==> config.mk <==
export PLATFORM = sky130hd
export DESIGN_NAME = sorted_priority_queue_core_flat
export DESIGN_NICKNAME = d
export VERILOG_FILES = /design/src/hw/rtl/spq_pkg.sv /design/src/hw/rtl/spq_req_if.sv /design/src/hw/rtl/spq_rsp_if.sv /design/src/hw/rtl/spq_cell.sv /design/src/hw/rtl/sorted_priority_queue_core.sv /design/src/flat_wrapper.sv
export SDC_FILE = /design/constraint.sdc
export NUM_CORES = 1
export LEC_CHECK = 0
export ABC_AREA = 1
export ABC_CLOCK_PERIOD_IN_PS = 3100
export BUFFER_PORTS_ARGS = -buffer_cell sky130_fd_sc_hd__buf_2
export CAP_MARGIN = 10
export CORE_ASPECT_RATIO = 1.75
export CORE_MARGIN = 2
export CORE_UTILIZATION = 30
export DETAILED_ROUTE_END_ITERATION = 7
export GPL_ROUTABILITY_DRIVEN = 0
export GPL_TIMING_DRIVEN = 0
export PLACE_DENSITY = 0.51
export SYNTH_ARGS = -nofsm -noshare
export SYNTH_HDL_FRONTEND = slang
export SYNTH_HIERARCHICAL = 1
export SYNTH_SLANG_ARGS = --single-unit
==> constraint.sdc <==
create_clock -name clk_i -period 3.1 [get_ports clk_i]
set_input_delay 0 -clock clk_i [delete_from_list [all_inputs] [get_ports clk_i]]
set_output_delay 0 -clock clk_i [all_outputs]
set_load 0.02 [all_outputs]
==> src/hw/rtl/spq_pkg.sv <==
// Shared types and constants of the sorted priority queue.
// Depends on nothing; every other file of the block imports it.
package spq_pkg;

  localparam int unsigned SUM_W       = 32;
  localparam int unsigned INTEREST_W  = 16;
  localparam int unsigned LATE_FEES_W = 32;
  localparam int unsigned TAG_W       = 16;
  localparam int unsigned STATUS_W    = 2;

  localparam int unsigned DEPTH_DEF   = 16;

  typedef enum logic {
    REQ_INSERT = 1'b0,
    REQ_REMOVE = 1'b1
  } req_e;

  typedef enum logic [STATUS_W-1:0] {
    ST_DONE  = 2'd0,
    ST_FULL  = 2'd1,
    ST_EMPTY = 2'd2
  } status_e;

  typedef struct packed {
    logic [SUM_W-1:0]       sum;
    logic [INTEREST_W-1:0]  interest;
    logic [LATE_FEES_W-1:0] late_fees;
    logic [TAG_W-1:0]       tag;
  } entry_t;

  // Control that the top level broadcasts to one cell.
  typedef struct packed {
    logic insert;    // an insert is taken into the row in this cycle
    logic occupied;  // the cell holds a live entry
  } cell_ctl_t;

endpackage

==> src/hw/rtl/spq_req_if.sv <==
// Request channel of the sorted priority queue: valid, ready and payload.
// Depends on spq_pkg for the field widths.
interface spq_req_if;
  import spq_pkg::*;

  logic                   valid;
  logic                   ready;
  logic                   req_type;
  logic [SUM_W-1:0]       new_sum;
  logic [INTEREST_W-1:0]  new_interest;
  logic [LATE_FEES_W-1:0] new_late_fees;
  logic [TAG_W-1:0]       new_tag;

  modport source (
    output valid, req_type, new_sum, new_interest, new_late_fees, new_tag,
    input  ready
  );
  modport sink (
    input  valid, req_type, new_sum, new_interest, new_late_fees, new_tag,
    output ready
  );
  modport monitor (
    input valid, ready, req_type, new_sum, new_interest, new_late_fees, new_tag
  );
endinterface

==> src/hw/rtl/spq_rsp_if.sv <==
// Response channel of the sorted priority queue: valid, ready and payload.
// Depends on spq_pkg for the field widths; CNT_W follows from the depth.
interface spq_rsp_if #(
  parameter int unsigned CNT_W = 5
);
  import spq_pkg::*;

  logic                   valid;
  logic                   ready;
  logic [SUM_W-1:0]       head_sum;
  logic [INTEREST_W-1:0]  head_interest;
  logic [LATE_FEES_W-1:0] head_late_fees;
  logic [TAG_W-1:0]       head_tag;
  logic [CNT_W-1:0]       entry_total;
  logic [STATUS_W-1:0]    status;

  modport source (
    output valid, head_sum, head_interest, head_late_fees, head_tag,
           entry_total, status,
    input  ready
  );
  modport sink (
    input  valid, head_sum, head_interest, head_late_fees, head_tag,
           entry_total, status,
    output ready
  );
  modport monitor (
    input valid, ready, head_sum, head_interest, head_late_fees, head_tag,
          entry_total, status
  );
endinterface

==> src/hw/rtl/spq_cell.sv <==
// One cell of the sorted row: holds a single entry, compares it with the
// broadcast new entry and takes the new entry or its neighbour's on insert.
// Depends on spq_pkg.
module spq_cell (
  input  logic                clk_i,
  input  spq_pkg::cell_ctl_t  ctl_i,
  input  spq_pkg::entry_t     new_ent_i,
  input  spq_pkg::entry_t     prev_ent_i,
  input  logic                prev_above_i,
  output spq_pkg::entry_t     ent_o,
  output spq_pkg::entry_t     ent_nxt_o,
  output logic                above_o
);
  import spq_pkg::*;

  entry_t ent_q, ent_d;
  logic   greater;

  // Strict lexicographic order on sum, interest, late fees; tag is payload.
  always_comb begin
    if (ent_q.sum != new_ent_i.sum) begin
      greater = ent_q.sum > new_ent_i.sum;
    end else if (ent_q.interest != new_ent_i.interest) begin
      greater = ent_q.interest > new_ent_i.interest;
    end else begin
      greater = ent_q.late_fees > new_ent_i.late_fees;
    end
  end

  assign above_o = ctl_i.occupied && greater;

  always_comb begin
    priority if (!ctl_i.insert || above_o) begin
      ent_d = ent_q;
    end else if (prev_above_i) begin
      ent_d = new_ent_i;
    end else begin
      ent_d = prev_ent_i;
    end
  end

  always_ff @(posedge clk_i) begin
    ent_q <= ent_d;
  end

  assign ent_o     = ent_q;
  assign ent_nxt_o = ent_d;

endmodule

==> src/hw/rtl/sorted_priority_queue_core.sv <==
// Sorted priority queue of up to DEPTH entries, kept in descending order of
// sum, then interest, then late fees, in a row of DEPTH cells. The request
// is broadcast to every cell in the cycle it is accepted; each cell compares
// the new entry with its own and, on an insert, keeps its entry, takes the
// new one or takes its upper neighbour's, so the row shifts down by one
// behind the insertion point, all cells at once. A new entry goes in ahead of
// all entries of equal rank. A remove drops the last entry by decrementing
// the count; the cell contents stay but are no longer live. Every request
// yields one response transaction carrying the head entry (all zero when the
// queue is empty), the count after the request and a status: an insert to a
// full queue is dropped and a remove from an empty queue is ignored, each
// flagged. The block takes one request transaction per cycle unless the
// response is stalled; the response is registered and valid in the cycle
// after acceptance. A request is accepted whenever the response register
// is empty or is being emptied in the same cycle.
module sorted_priority_queue_core #(
  parameter int unsigned DEPTH = spq_pkg::DEPTH_DEF,
  parameter int unsigned CNT_W = $clog2(DEPTH + 1)
) (
  input  logic      clk_i,
  input  logic      rst_ni,
  spq_req_if.sink   req_i,
  spq_rsp_if.source rsp_o
);
  import spq_pkg::*;

  logic [CNT_W-1:0] count_q, count_d;
  logic             rsp_valid_q;
  logic             accept;
  logic             is_insert;
  logic             do_insert;
  status_e          status_d;
  entry_t           new_ent;
  entry_t           head_d;

  entry_t           ent     [DEPTH];
  entry_t           ent_nxt [DEPTH];
  logic             above   [DEPTH];
  cell_ctl_t        ctl     [DEPTH];

  assign req_i.ready = !rsp_valid_q || rsp_o.ready;
  assign accept      = req_i.valid && req_i.ready;
  assign is_insert   = req_e'(req_i.req_type) == REQ_INSERT;

  assign new_ent.sum       = req_i.new_sum;
  assign new_ent.interest  = req_i.new_interest;
  assign new_ent.late_fees = req_i.new_late_fees;
  assign new_ent.tag       = req_i.new_tag;

  // An insert to a full queue and a remove from an empty one leave the row
  // untouched and only set the status. A remove only moves the count; the
  // row needs no action for it.
  always_comb begin
    do_insert = 1'b0;
    status_d  = ST_DONE;
    count_d   = count_q;
    if (accept) begin
      if (is_insert) begin
        if (count_q == CNT_W'(DEPTH)) begin
          status_d = ST_FULL;
        end else begin
          do_insert = 1'b1;
          count_d   = count_q + CNT_W'(1);
        end
      end else begin
        if (count_q == '0) begin
          status_d = ST_EMPTY;
        end else begin
          count_d = count_q - CNT_W'(1);
        end
      end
    end
  end

  // The row of cells. Cell zero has no upper neighbour: the new entry lands
  // there unless the head ranks strictly above it.
  for (genvar g = 0; g < DEPTH; g++) begin : g_cell
    assign ctl[g].insert   = do_insert;
    assign ctl[g].occupied = count_q > CNT_W'(g);

    if (g == 0) begin : g_first
      spq_cell u_cell (
        .clk_i        (clk_i),
        .ctl_i        (ctl[g]),
        .new_ent_i    (new_ent),
        .prev_ent_i   (new_ent),
        .prev_above_i (1'b1),
        .ent_o        (ent[g]),
        .ent_nxt_o    (ent_nxt[g]),
        .above_o      (above[g])
      );
    end else begin : g_rest
      spq_cell u_cell (
        .clk_i        (clk_i),
        .ctl_i        (ctl[g]),
        .new_ent_i    (new_ent),
        .prev_ent_i   (ent[g-1]),
        .prev_above_i (above[g-1]),
        .ent_o        (ent[g]),
        .ent_nxt_o    (ent_nxt[g]),
        .above_o      (above[g])
      );
    end
  end

  // The head reported is the value cell zero takes at this edge, zeroed when
  // the queue is empty after the request.
  assign head_d = (count_d == '0) ? '0 : ent_nxt[0];

  always_ff @(posedge clk_i or negedge rst_ni) begin
    if (!rst_ni) begin
      count_q     <= '0;
      rsp_valid_q <= 1'b0;
    end else begin
      count_q <= count_d;
      if (accept) begin
        rsp_valid_q <= 1'b1;
      end else if (rsp_o.ready) begin
        rsp_valid_q <= 1'b0;
      end
    end
  end

  always_ff @(posedge clk_i) begin
    if (accept) begin
      rsp_o.head_sum       <= head_d.sum;
      rsp_o.head_interest  <= head_d.interest;
      rsp_o.head_late_fees <= head_d.late_fees;
      rsp_o.head_tag       <= head_d.tag;
      rsp_o.entry_total    <= count_d;
      rsp_o.status         <= status_d;
    end
  end

  assign rsp_o.valid = rsp_valid_q;

endmodule

==> src/flat_wrapper.sv <==
// flat-port wrapper written by rule: the top's interface ports become plain ports
module sorted_priority_queue_core_flat import spq_pkg::*;
#(
  parameter int unsigned DEPTH = spq_pkg::DEPTH_DEF,
  parameter int unsigned CNT_W = $clog2(DEPTH + 1)
)
  (clk_i, rst_ni, req_i_valid, req_i_req_type, req_i_new_sum, req_i_new_interest, req_i_new_late_fees, req_i_new_tag, req_i_ready, rsp_o_valid, rsp_o_head_sum, rsp_o_head_interest, rsp_o_head_late_fees, rsp_o_head_tag, rsp_o_entry_total, rsp_o_status, rsp_o_ready);
  spq_req_if req_i_i ();
  spq_rsp_if #(.CNT_W(CNT_W)) rsp_o_i ();
  input  logic clk_i;
  input  logic rst_ni;
  input wire logic [$bits(req_i_i.valid)-1:0] req_i_valid;
  input wire logic [$bits(req_i_i.req_type)-1:0] req_i_req_type;
  input wire logic [$bits(req_i_i.new_sum)-1:0] req_i_new_sum;
  input wire logic [$bits(req_i_i.new_interest)-1:0] req_i_new_interest;
  input wire logic [$bits(req_i_i.new_late_fees)-1:0] req_i_new_late_fees;
  input wire logic [$bits(req_i_i.new_tag)-1:0] req_i_new_tag;
  output wire logic [$bits(req_i_i.ready)-1:0] req_i_ready;
  output wire logic [$bits(rsp_o_i.valid)-1:0] rsp_o_valid;
  output wire logic [$bits(rsp_o_i.head_sum)-1:0] rsp_o_head_sum;
  output wire logic [$bits(rsp_o_i.head_interest)-1:0] rsp_o_head_interest;
  output wire logic [$bits(rsp_o_i.head_late_fees)-1:0] rsp_o_head_late_fees;
  output wire logic [$bits(rsp_o_i.head_tag)-1:0] rsp_o_head_tag;
  output wire logic [$bits(rsp_o_i.entry_total)-1:0] rsp_o_entry_total;
  output wire logic [$bits(rsp_o_i.status)-1:0] rsp_o_status;
  input wire logic [$bits(rsp_o_i.ready)-1:0] rsp_o_ready;
  assign req_i_i.valid = req_i_valid;
  assign req_i_i.req_type = req_i_req_type;
  assign req_i_i.new_sum = req_i_new_sum;
  assign req_i_i.new_interest = req_i_new_interest;
  assign req_i_i.new_late_fees = req_i_new_late_fees;
  assign req_i_i.new_tag = req_i_new_tag;
  assign req_i_ready = req_i_i.ready;
  assign rsp_o_valid = rsp_o_i.valid;
  assign rsp_o_head_sum = rsp_o_i.head_sum;
  assign rsp_o_head_interest = rsp_o_i.head_interest;
  assign rsp_o_head_late_fees = rsp_o_i.head_late_fees;
  assign rsp_o_head_tag = rsp_o_i.head_tag;
  assign rsp_o_entry_total = rsp_o_i.entry_total;
  assign rsp_o_status = rsp_o_i.status;
  assign rsp_o_i.ready = rsp_o_ready;
  sorted_priority_queue_core #(.DEPTH(DEPTH), .CNT_W(CNT_W)) u_core (.clk_i(clk_i), .rst_ni(rst_ni), .req_i(req_i_i), .rsp_o(rsp_o_i));
endmodule
After elaboration in Yosys (flattened, before gate mapping)
Index checks and enable logic that the tools add are counted.
- register bits: 205
- bits of input ports: 101
- output and inout port bits: 105
- word-level logic and storage cells: 45
- add/subtract/negate cells: 2
- magnitude comparators: 4
- eq/ne operators: 3
- multiplexer cells: 15
- reduce and logical (&&, ||, !) cells: 9
- operator list (cell ; number):
    2-to-1 mux 96 bit ; 1
    greater-than comparator 32 bit ; 2
    inequality test 32 bit ; 1
    2-to-1 mux 5 bit ; 4
    greater-than comparator 16 bit ; 1
    inequality test 16 bit ; 1
    zero test 5 bit ; 2
    2-to-1 mux 1 bit ; 8
    adder 5 x 1 -> 5 bit (second input constant) ; 1
    == test 5 bit (second input constant) ; 1
    greater-than comparator 5 x 1 -> 1 bit (second input constant) ; 1
    subtractor 5 x 1 -> 5 bit (second input constant) ; 1
    2-to-1 mux 2 bit ; 2
    logical AND 1 bit ; 2
    zero test 1 bit ; 2
    logical OR 1 bit ; 2
    nonzero test 2 bit ; 1

Depth between registers and ports, before layout
Gate-level depths: netlist of run 1.
- depth in word-level cells: 7
- gate-level depth with buffers: 23
- depth with buffers taken out: 21

By module
Netlist of run 1, hierarchy kept.
- by module, submodules not included (module ; times used ; cells an instance ; area an instance (sq um) ; sequential area each (sq um)):
    spq_cell ; 1 ; 972 ; 6426.2 ; 1921.8
    sorted_priority_queue_core ; 1 ; 392 ; 4810.9 ; 3243.1

Worst setup path before layout of run 1
OpenSTA, ideal clock, no wires.
- kind: register -> register
- start point: register u_core.rsp_valid_q, in the netlist u_core/rsp_o.valid
- end point: register u_core.rsp_o.head_interest[0], data pin
- library setup time: 0.256 ns
- data arrival time: 2.963 ns
- required time: 2.844 ns
- slack: -0.119 ns
- cell stages (with the launch flop): 11
- buffers on the path: 2
- period minus slack after synthesis: 3.219 ns
- path through: dfrtp_1 -> nand2_1 -> nand2_2 -> inv_2 -> nand3_1 -> nand3_2 -> nand2_2 -> nor2_4 -> buf_8 -> buf_6 -> a21oi_2
- elaborated cells on any way between the ends: 9
- classes of those cells: mux (3); reduce/logical (6)
- RTL lines (item ; RTL line ; text):
    start, declared ; sorted_priority_queue_core.sv:28 ; logic rsp_valid_q;
    start signal, assigned ; sorted_priority_queue_core.sv:113 ; rsp_valid_q <= 1'b0;
    start signal, assigned ; sorted_priority_queue_core.sv:117 ; rsp_valid_q <= 1'b1;
    start signal, assigned ; sorted_priority_queue_core.sv:119 ; rsp_valid_q <= 1'b0;
    zero test 1 bit ; sorted_priority_queue_core.sv:41 ; assign req_i.ready = !rsp_valid_q || rsp_o.ready;
    logical OR 1 bit ; sorted_priority_queue_core.sv:41 ;
    via req_i_ready ; flat_wrapper.sv:18 ; output wire logic [$bits(req_i_i.ready)-1:0] req_i_ready;
    logical AND 1 bit ; sorted_priority_queue_core.sv:42 ; assign accept = req_i.valid && req_i.ready;
    via u_core.accept ; sorted_priority_queue_core.sv:29 ; logic accept;
    2-to-1 mux 5 bit ; sorted_priority_queue_core.sv:57 ; if (accept) begin
    via u_core.count_d[3] ; sorted_priority_queue_core.sv:27 ; logic [CNT_W-1:0] count_q, count_d;
    zero test 5 bit ; sorted_priority_queue_core.sv:108 ; assign head_d = (count_d == '0) ? '0 : ent_nxt[0];
    end signal, assigned ; sorted_priority_queue_core.sv:127 ; rsp_o.head_interest <= head_d.interest;
    end, declared ; spq_rsp_if.sv:18 ; output valid, head_sum, head_interest, head_late_fees, head_tag,
The timed path passes the listed nets, and every way through them passes these cells.
A chain may end at the register's enable or synchronous reset.

==> results of run 1 <==
-- power by group through the flow --
stage,Clock (mW),Combinational [mW],Sequential (mW)
after global routing,3.04,5.95,4.64
after detailed placement,0,5.13,4.58
after floorplan,0,3.26,4.92
after CTS,2.94,5.26,4.54
final,2.83,5.21,4.53
after global placement,0,5.07,4.57
-- area by class of cell --
cell class                 instances  area, um2  area share (%)
timing repair buffer             309       2085           14.18
buffer                            71      426.7           2.903
antenna                            2      5.005         0.03406
clock inverter                    11      130.1          0.8855
multi-input combinational        876       4857           33.05
inverter                         212      800.8           5.449
sequential                       205       5165           35.15
tap                              475      594.3           4.044
clock buffer                      30      631.9           4.300
-- per-stage QoR --
step | area [um2] | cells | power, mW | worst slack [ns] | hold WS (ns)
2_1_floorplan | 11240 | 1364 | 8.183 | 0.3832 | -0.2956
3_3_place_gp | 12860 | 2044 | 9.648 | -0.2658 | -0.1641
3_5_place_dp | 12890 | 2045 | 9.714 | -0.2477 | -0.1650
4_1_cts | 14690 | 2189 | 12.74 | 0.07678 | 0.4083
5_1_grt | 14690 | 2190 | 13.63 | 0.01358 | 0.4223
6_report | 14700 | 2191 | 12.57 | 0.1731 | 0.4216
-- sequential cells by signal, indices dropped and copies added, names as in the netlist --
register	flops
u_core/rsp_o.head_tag	16
u_core/rsp_o.head_sum	32
u_core/count_q	5
u_core/rsp_o.status	2
u_core/rsp_o.head_late_fees	32
u_core/rsp_o.head_interest	16
u_core/rsp_o.entry_total	5
u_core/g_cell.g_first.u_cell/ent_o	96
u_core/rsp_o.valid	1
-- path summary, 6_finish.rpt --
path / slack, ns / from / end / cells past startpoint
min: 0.42 / rst_ni / u_core/count_q[1]$_DFF_PN0_ / 3
min in group clk_i: 0.42 / req_i_new_tag[11] / u_core/g_cell[0].g_first.u_cell/ent_o[11]$_DFF_P_ / 5
min reg2reg: 0.45 / u_core/g_cell[0].g_first.u_cell/ent_o[13]$_DFF_P_ / u_core/g_cell[0].g_first.u_cell/ent_o[13]$_DFF_P_ / 2
max reg2reg: 0.17 / u_core/g_cell[0].g_first.u_cell/ent_o[79]$_DFF_P_ / u_core/rsp_o.head_interest[15]$_SDFFCE_PN0N_ / 17
max in group asynchronous: 2.45 / rst_ni / u_core/count_q[4]$_DFF_PN0_ / 3
max: 0.17 / u_core/g_cell[0].g_first.u_cell/ent_o[79]$_DFF_P_ / u_core/rsp_o.head_interest[15]$_SDFFCE_PN0N_ / 17
-- layer usage --
layer	up-vias	share of wire, %	track usage [%]
li1	5085	-	-
met1	4540	40	18.36
met2	191	55	32.89
met3	33	3.8	2.263
met4	0	2.1	5.031
met5	-	0	0
-- what timing repair did --
| item | in CTS | in global routing |
|---|---|---|
| setup buffers | 0 | 0 |
| hold endpoints to repair | 107 | 0 |
| endpoints found under the setup margin | 40 | 5 |
| hold buffers | 103 | 0 |
| gates resized for setup | 3 | 1 |
-- worst max-delay path, cell delays in order (launching register included) --
cell and delay, ns:
dfxtp_1 0.31, ha_1 0.29, nand2_1 0.07, nor2_1 0.13, nand2_1 0.08, nor2_1 0.21, nand2_1 0.15, nand3_1 0.10
nor2_1 0.05, a21boi_2 0.19, nand2_4 0.14, nand2_2 0.20, buf_6 0.20, buf_6 0.16, nand2_1 0.06, nand2_1 0.08
inv_1 0.05, a21oi_1 0.25
==> impl_metrics.ini, run 1 <==
[status]
status = finished, final reports clean

[clocking]
cts_buffers = 23
clockBufferDepth = 3
cts.sinks = 205
h-tree-depth = 1
clk_latency_ns = 0.52
cts_tree = built
clockRootBuffer = clkbuf_16
clkTransAtPathRegs_ns = 0.07

[sta]
finalHoldViolations = 0
max_freq_mhz = 341.7
maxSlewViolCount = 0
clock_skew_ns = 0.01828
period_share_pct = 94.42
setup_tns_ns = 0
relSlewSlack_pct = 61.98
finalSetupViolCount = 0
rsz0062_at_grt = no
finalCriticalPeriod_ns = 2.927
tightest_slew_ns = 0.5703

[floorplanning]
core-area_um2 = 36890
dieWidth_um = 150.3
rows = 93
die_h_um = 260.0
start_util_pct = 30.45
die_area_um2 = 39070
pin_count = 206

[worst_setup_path]
crit_path_end_kind = flip-flop
criticalPathCategory = reg2reg
cp.required_ns = 3.42
path_max_fanout = 10
cp_data_arrival_time_ns = 3.25
startpoint_type = flip-flop

[pwr]
p_leak_nw = 7.242
ir_drop_uv = 515.7
power.density_cell_area_nw_per_um2 = 855.3
p_int_mw = 7.631
pwr-share-clk_pct = 22.5
switchingPower_mw = 4.938
swShare_pct = 39.29
p_comb_share_pct = 41.4
p_seq_share_pct = 36.0

[grt]
grt_overflow = 0
grt_pass1_wl_mm = 51.76
grt.total_usage_pct = 16.83
grt_antenna_before_repair = 1
grt_pass1_vias = 9976
grt_max_degree = 66

[detailed_routing]
vias = 9849
drt-pass1-iter-count = 5
drt-vias-per-instance = 4.495
wire_per_inst_um = 15.03
drt-initial-drc-count = 334
post-route-drc-count = 0
ant_nets = 0
wl_mm = 32.92

[synth]
synthCells = 1363
netlist_area_um2 = 11230
synth_area_per_cell_um2 = 8.242
ys_warn_count = 6

[hold_path]
hp-class = in2async

[placed_design]
dpl.hpwl_mm = 24.15
port_buffers = 205

[run]
cap_violations = 0

[finish]
nNetsFinal = 1881
fillers = 3747
drive_gt1_share_pct = 20.60
syn_to_final_growth_pct = 30.82
layout.cells.most_common = nand2_1
final_util_pct = 39.84
layout_common_cells = nand2_1, buf_2, inv_1, a21oi_1, nand3_1
Power figures use the tool's default switching activity.
==> run 2: changes to the inputs <==
--- a/config.mk
+++ b/config.mk
@@ -5,7 +5,6 @@
 export SDC_FILE = /design/constraint.sdc
 export NUM_CORES = 1
 export LEC_CHECK = 0
-export ABC_AREA = 1
 export ABC_CLOCK_PERIOD_IN_PS = 3100
 export BUFFER_PORTS_ARGS = -buffer_cell sky130_fd_sc_hd__buf_2
 export CAP_MARGIN = 10
==> run 2 against run 1 <==
Against the previous run: the flow now finishes with violations (setup timing); first-iteration DRC count decreased by 42%; routed wire length decreased by 7.6%; die area decreased by 2.0%; critical path type unchanged; critical endpoint is now u_core/rsp_o.head_tag[15]$_SDFFCE_PN0N_; largest power group unchanged; highest routed layer unchanged.
==> impl_metrics.ini, run 2 <==
[status]
status = finished with violations
violations = setup timing

[detailed_routing]
vias = 7920
drt-vias-per-instance = 4.621
ant_nets = 0
drt-pass1-iter-count = 4
post-route-drc-count = 0
wire_per_inst_um = 17.74
drt-initial-drc-count = 195
wl_mm = 30.40

[floorplanning]
core-area_um2 = 36140
pin_count = 206
dieWidth_um = 148.8
start_util_pct = 30.44
die_h_um = 257.3
rows = 92
die_area_um2 = 38280

[placed_design]
port_buffers = 205
dpl.hpwl_mm = 21.81
pre_cts_ws_ns = -0.6511
placed_area_um2 = 12710

[finish]
nNetsFinal = 1412
layout.cells.most_common = buf_2
largest_reg_flops = 96
drive_gt1_share_pct = 42.77
fin_area_um2 = 14980
diodes = 0
final_util_pct = 41.45
layout_common_cells = buf_2, mux2_2, edfxtp_1, dlygate4sd3_1, dfxtp_1
syn_to_final_growth_pct = 36.16

[grt]
grt.total_usage_pct = 15.56
grt_pass1_vias = 8490
grt_pass1_wl_mm = 46.36
grt_max_degree = 36
grt_overflow = 0
grt_antenna_before_repair = 0

[clocking]
clockBufferDepth = 3
clockRootBuffer = clkbuf_16
cts.sinks = 205
clk_latency_ns = 0.54
cts_buffers = 22
cts_tree = built
h-tree-depth = 1
clkTransAtPathRegs_ns = 0.07

[sta]
clock_skew_ns = 0.02950
worst_slack_ns = -0.2657
relSlewSlack_pct = 49.80
finalCriticalPeriod_ns = 3.366
period_share_pct = 108.6
finalSetupViolCount = 96
maxSlewViolCount = 0
tightest_slew_ns = 0.7530
rsz0062_at_grt = yes
finalHoldViolations = 0
setup_tns_ns = -18.74
max_freq_mhz = 297.1

[pwr]
ir_drop_uv = 493.0
power_mw = 12.47
p_leak_nw = 6.572
power.density_cell_area_nw_per_um2 = 832.7

[worst_setup_path]
cp_data_arrival_time_ns = 3.64
cp.required_ns = 3.38
crit_path_end_kind = flip-flop
path_max_fanout = 10
startpoint_type = flip-flop
criticalPathCategory = reg2reg

[synth]
synth_area_per_cell_um2 = 12.47
netlist_area_um2 = 11000
ys_warn_count = 6
synthCells = 882
syn_nets = 1065

[run]
cap_violations = 0

[hold_path]
hp-class = in2reg
==> run 2: timing repair <==
| item | CTS | global route |
|---|---|---|
| hold buffers | 100 | 0 |
| endpoints found under the hold margin | 105 | 0 |
| buffers inserted | 11 | 0 |
| setup endpoints to repair | 192 | 181 |
| resized for setup | 60 | 12 |
| cloned | 2 | 2 |
| pin swaps | 14 | 0 |
==> run 2: layout make-up <==
cell class	instances	area (um2)
Clock buffer	29	596.8
Sequential cell	205	5177
Buffer	46	441.7
Fill cell	3486	21160
Inverter	85	322.8
Multi-Input combinational cell	546	5431
Timing Repair inverter	1	5.005
Timing Repair Buffer	322	2272
Tap cell	470	588.1
Clock inverter	10	145.1
==> run 2: critical path: stages, from the launching register on <==
cell and delay (ns):
dfxtp_2 0.33, ha_4 0.24, nand4_1 0.13, nor3_2 0.07, a21boi_2 0.16, or4b_4 0.57
a211oi_4 0.31, o221ai_2 0.16, a31o_1 0.20, buf_6 0.14, buf_4 0.17, buf_12 0.15
mux2_4 0.33, a21boi_1 0.14
==> run 2: per-layer routing <==
layer  share of wire (%)  vias to the layer above  track usage (%)
met5                   0                        -                0
met3                 3.8                       43            2.110
met1                  38                     3787            16.13
met4                 2.4                        0            5.000
li1                    -                     3925                -
met2                  56                      165            31.30
==> run 2: report_power, final <==
group | leakage [nW] | internal (mW) | switching [mW]
registers | 1.86 | 4.12 | 0.474
clock network | 0.357 | 1.61 | 1.16
logic | 4.35 | 2.53 | 2.58
==> run 2: final timing paths <==
check | slack, ns | cells after the start | to | startpoint
max | -0.27 | 13 | u_core/rsp_o.head_tag[15]$_SDFFCE_PN0N_ | u_core/g_cell[0].g_first.u_cell/ent_o[21]$_DFF_P_
min | 0.07 | 5 | u_core/count_q[1]$_DFF_PN0_ | rsp_o_ready
max reg2reg | -0.27 | 13 | u_core/rsp_o.head_tag[15]$_SDFFCE_PN0N_ | u_core/g_cell[0].g_first.u_cell/ent_o[21]$_DFF_P_
min reg2reg | 0.47 | 1 | u_core/g_cell[0].g_first.u_cell/ent_o[2]$_DFF_P_ | u_core/g_cell[0].g_first.u_cell/ent_o[2]$_DFF_P_
max in group asynchronous | 2.40 | 3 | u_core/rsp_o.valid$_DFFE_PN0P_ | rst_ni
min in group asynchronous | 0.45 | 3 | u_core/count_q[1]$_DFF_PN0_ | rst_ni
==> run 2: stage by stage <==
| stage | std cells | hold slack, ns |
|---|---|---|
| after floorplan | 882 | -0.2956 |
| final | 1714 | 0.06881 |
| after CTS | 1712 | 0.04321 |
| after global placement | 1557 | -0.1643 |
| after global routing | 1714 | 0.1257 |
| after detailed placement | 1560 | -0.1618 |
==> run 3: changes to the inputs <==
--- a/config.mk
+++ b/config.mk
@@ -5,7 +5,7 @@
 export SDC_FILE = /design/constraint.sdc
 export NUM_CORES = 1
 export LEC_CHECK = 0
-export ABC_CLOCK_PERIOD_IN_PS = 3100
+export ABC_CLOCK_PERIOD_IN_PS = 3570
 export BUFFER_PORTS_ARGS = -buffer_cell sky130_fd_sc_hd__buf_2
 export CAP_MARGIN = 10
 export CORE_ASPECT_RATIO = 1.75
@@ -14,7 +14,7 @@
 export DETAILED_ROUTE_END_ITERATION = 7
 export GPL_ROUTABILITY_DRIVEN = 0
 export GPL_TIMING_DRIVEN = 0
-export PLACE_DENSITY = 0.51
+export PLACE_DENSITY = 0.49
 export SYNTH_ARGS = -nofsm -noshare
 export SYNTH_HDL_FRONTEND = slang
 export SYNTH_HIERARCHICAL = 1
==> constraint.sdc (replaced) <==
create_clock -name clk_i -period 3.57 [get_ports clk_i]
set_input_delay 0 -clock clk_i [delete_from_list [all_inputs] [get_ports clk_i]]
set_output_delay 0 -clock clk_i [all_outputs]
set_load 0.02 [all_outputs]
==> run 3 against run 2 <==
Against the previous run: the run now ends clean; die area did not move; power decreased by 16%; final cell count down 0.82%; via count down 1.6%; register-to-register slack improved by 0.38 ns; core utilization is 1.4 points lower; global-route usage down 0.22 points; clock skew decreased by 0.011 ns; count of clock-buffer cells in the layout rose by 3; critical endpoint is now u_core/rsp_o.head_interest[10]$_SDFFCE_PN0N_.
==> impl_metrics.ini, run 3 (same netlist as run 2, synthesis figures left out) <==
[status]
status = finished, final reports clean

[clocking]
cts_tree = built
clkTransAtPathRegs_ns = 0.06
clockBufferDepth = 3
h-tree-depth = 1
clk_latency_ns = 0.52
cts.sinks = 205
cts_buffers = 22
post_cts_buffers = 0
clockRootBuffer = clkbuf_16

[detailed_routing]
drt-initial-drc-count = 165
routed.top_layer = met4
vias = 7794
ant_nets = 0
wl_met2_mm = 16.63
wire_per_inst_um = 17.25
post-route-drc-count = 0
met3WireLength_mm = 1.092
drt-vias-per-instance = 4.585
wl_met1_mm = 10.88
drt-pass1-iter-count = 4
wl_mm = 29.33

[sta]
worst_slack_ns = 0.1193
finalCriticalPeriod_ns = 3.451
finalHoldViolations = 0
tightest_slew_ns = 0.7010
period_share_pct = 96.66
maxSlewViolCount = 0
max_freq_mhz = 289.8
finalSetupViolCount = 0
clock_skew_ns = 0.01849
relSlewSlack_pct = 53.27
rsz0062_at_grt = no
setup_tns_ns = 0

[pwr]
p_comb_share_pct = 40.2
p_seq_share_pct = 37.8
power.density_cell_area_nw_per_um2 = 719.6
switchingPower_mw = 3.502
p_int_mw = 6.920
swShare_pct = 33.60
pwr-share-clk_pct = 22.0
p_leak_nw = 6.387
ir_drop_uv = 296.0

[placed_design]
pre_cts_ws_ns = -0.2085
dp_cells = 1560
dpl.hpwl_mm = 21.84
placed_area_um2 = 12710
port_buffers = 205

[hold_path]
hp-class = in2reg

[grt]
grt_pass1_vias = 8390
grt_pass1_wl_mm = 45.65
grt_antenna_before_repair = 0
grt_max_degree = 36
grt.total_usage_pct = 15.33
grt_overflow = 0

[finish]
fin_area_um2 = 14480
layout.cells.most_common = buf_2
largest_reg_flops = 96
nNetsFinal = 1397
stdcell_count = 1700
diodes = 0
drive_gt1_share_pct = 38.62
layout_common_cells = buf_2, mux2_2, edfxtp_1, dlygate4sd3_1, dfxtp_1
syn_to_final_growth_pct = 31.65
fillers = 3531

[run]
cap_violations = 0

[floorplanning]
core-area_um2 = 36140
rows = 92
die_h_um = 257.3
dieWidth_um = 148.8
pin_count = 206
die_area_um2 = 38280
start_util_pct = 30.44

[worst_setup_path]
crit_path_end_kind = flip-flop
startpoint_type = flip-flop
cp_data_arrival_time_ns = 3.69
cp.required_ns = 3.81
path_max_fanout = 10
criticalPathCategory = reg2reg
==> run 3: final cells by class <==
| cell class | instances | area (um2) | share of cell area (%) |
|---|---|---|---|
| inverters | 85 | 322.8 | 2.229 |
| flip-flops and latches | 205 | 5166 | 35.67 |
| clock buffers | 32 | 649.4 | 4.483 |
| well taps | 470 | 588.1 | 4.060 |
| multi-input cells | 546 | 5229 | 36.10 |
| repair buffers | 308 | 2087 | 14.41 |
| clock inverters | 8 | 60.06 | 0.4147 |
| plain buffers | 46 | 381.6 | 2.635 |
==> run 3: metal layers <==
metal	track usage, %	vias up
met3	2.021	45
met2	31.22	160
met5	0	-
met4	4.630	0
li1	-	3893
met1	15.73	3696
==> run 3: critical path, stage by stage, from the launching register on <==
cell and delay (ns):
dfxtp_1 0.36, ha_4 0.23, a21oi_1 0.16, nand2_1 0.09, a21oi_2 0.18, or4b_4 0.53
a211oi_4 0.35, o221ai_2 0.17, a31o_1 0.20, buf_6 0.14, buf_12 0.16, buf_12 0.15
mux2_4 0.30, a21boi_1 0.14
==> run 3: path summary, 6_finish.rpt <==
kind                       depth (start not counted)  slack (ns)                                               from                                               end
setup / recovery                                  13        0.12  u_core/g_cell[0].g_first.u_cell/ent_o[30]$_DFF_P_      u_core/rsp_o.head_interest[10]$_SDFFCE_PN0N_
setup reg to reg                                  13        0.12  u_core/g_cell[0].g_first.u_cell/ent_o[30]$_DFF_P_      u_core/rsp_o.head_interest[10]$_SDFFCE_PN0N_
hold reg to reg                                    1        0.47   u_core/g_cell[0].g_first.u_cell/ent_o[2]$_DFF_P_  u_core/g_cell[0].g_first.u_cell/ent_o[2]$_DFF_P_
min in group asynchronous                          3        0.44                                             rst_ni                    u_core/rsp_o.valid$_DFFE_PN0P_
hold / removal                                     5        0.07                                        rsp_o_ready                       u_core/count_q[1]$_DFF_PN0_
max in group asynchronous                          3        2.89                                             rst_ni                    u_core/rsp_o.valid$_DFFE_PN0P_
==> run 3: repair_timing <==
action / in CTS / in global routing
pin swaps: 1 / 5
cloned: 0 / 0
hold buffers: 100 / 0
setup endpoints to repair: 92 / 37
resized for setup: 6 / 3
endpoints found under the hold margin: 104 / 0
==> run 3: stage by stage <==
stage | utilization, % | power, mW | hold slack (ns)
final | 40.07 | 10.42 | 0.06603
after global routing | 40.07 | 11.18 | 0.08672
after CTS | 40.01 | 10.59 | 0.04038
after detailed placement | 35.16 | 8.066 | -0.1665
after global placement | 34.99 | 8.025 | -0.1665
after floorplan | - | 6.864 | -0.2956
==> run 3: power groups by stage <==
| stage | clock network [mW] | registers (mW) | logic (mW) |
|---|---|---|---|
| 3_3_place_gp | 0 | 3.98 | 4.04 |
| 6_report | 2.29 | 3.94 | 4.19 |
| 3_5_place_dp | 0 | 3.99 | 4.08 |
| 5_1_grt | 2.47 | 4.06 | 4.65 |
| 2_1_floorplan | 0 | 4.25 | 2.61 |
| 4_1_cts | 2.40 | 3.95 | 4.25 |
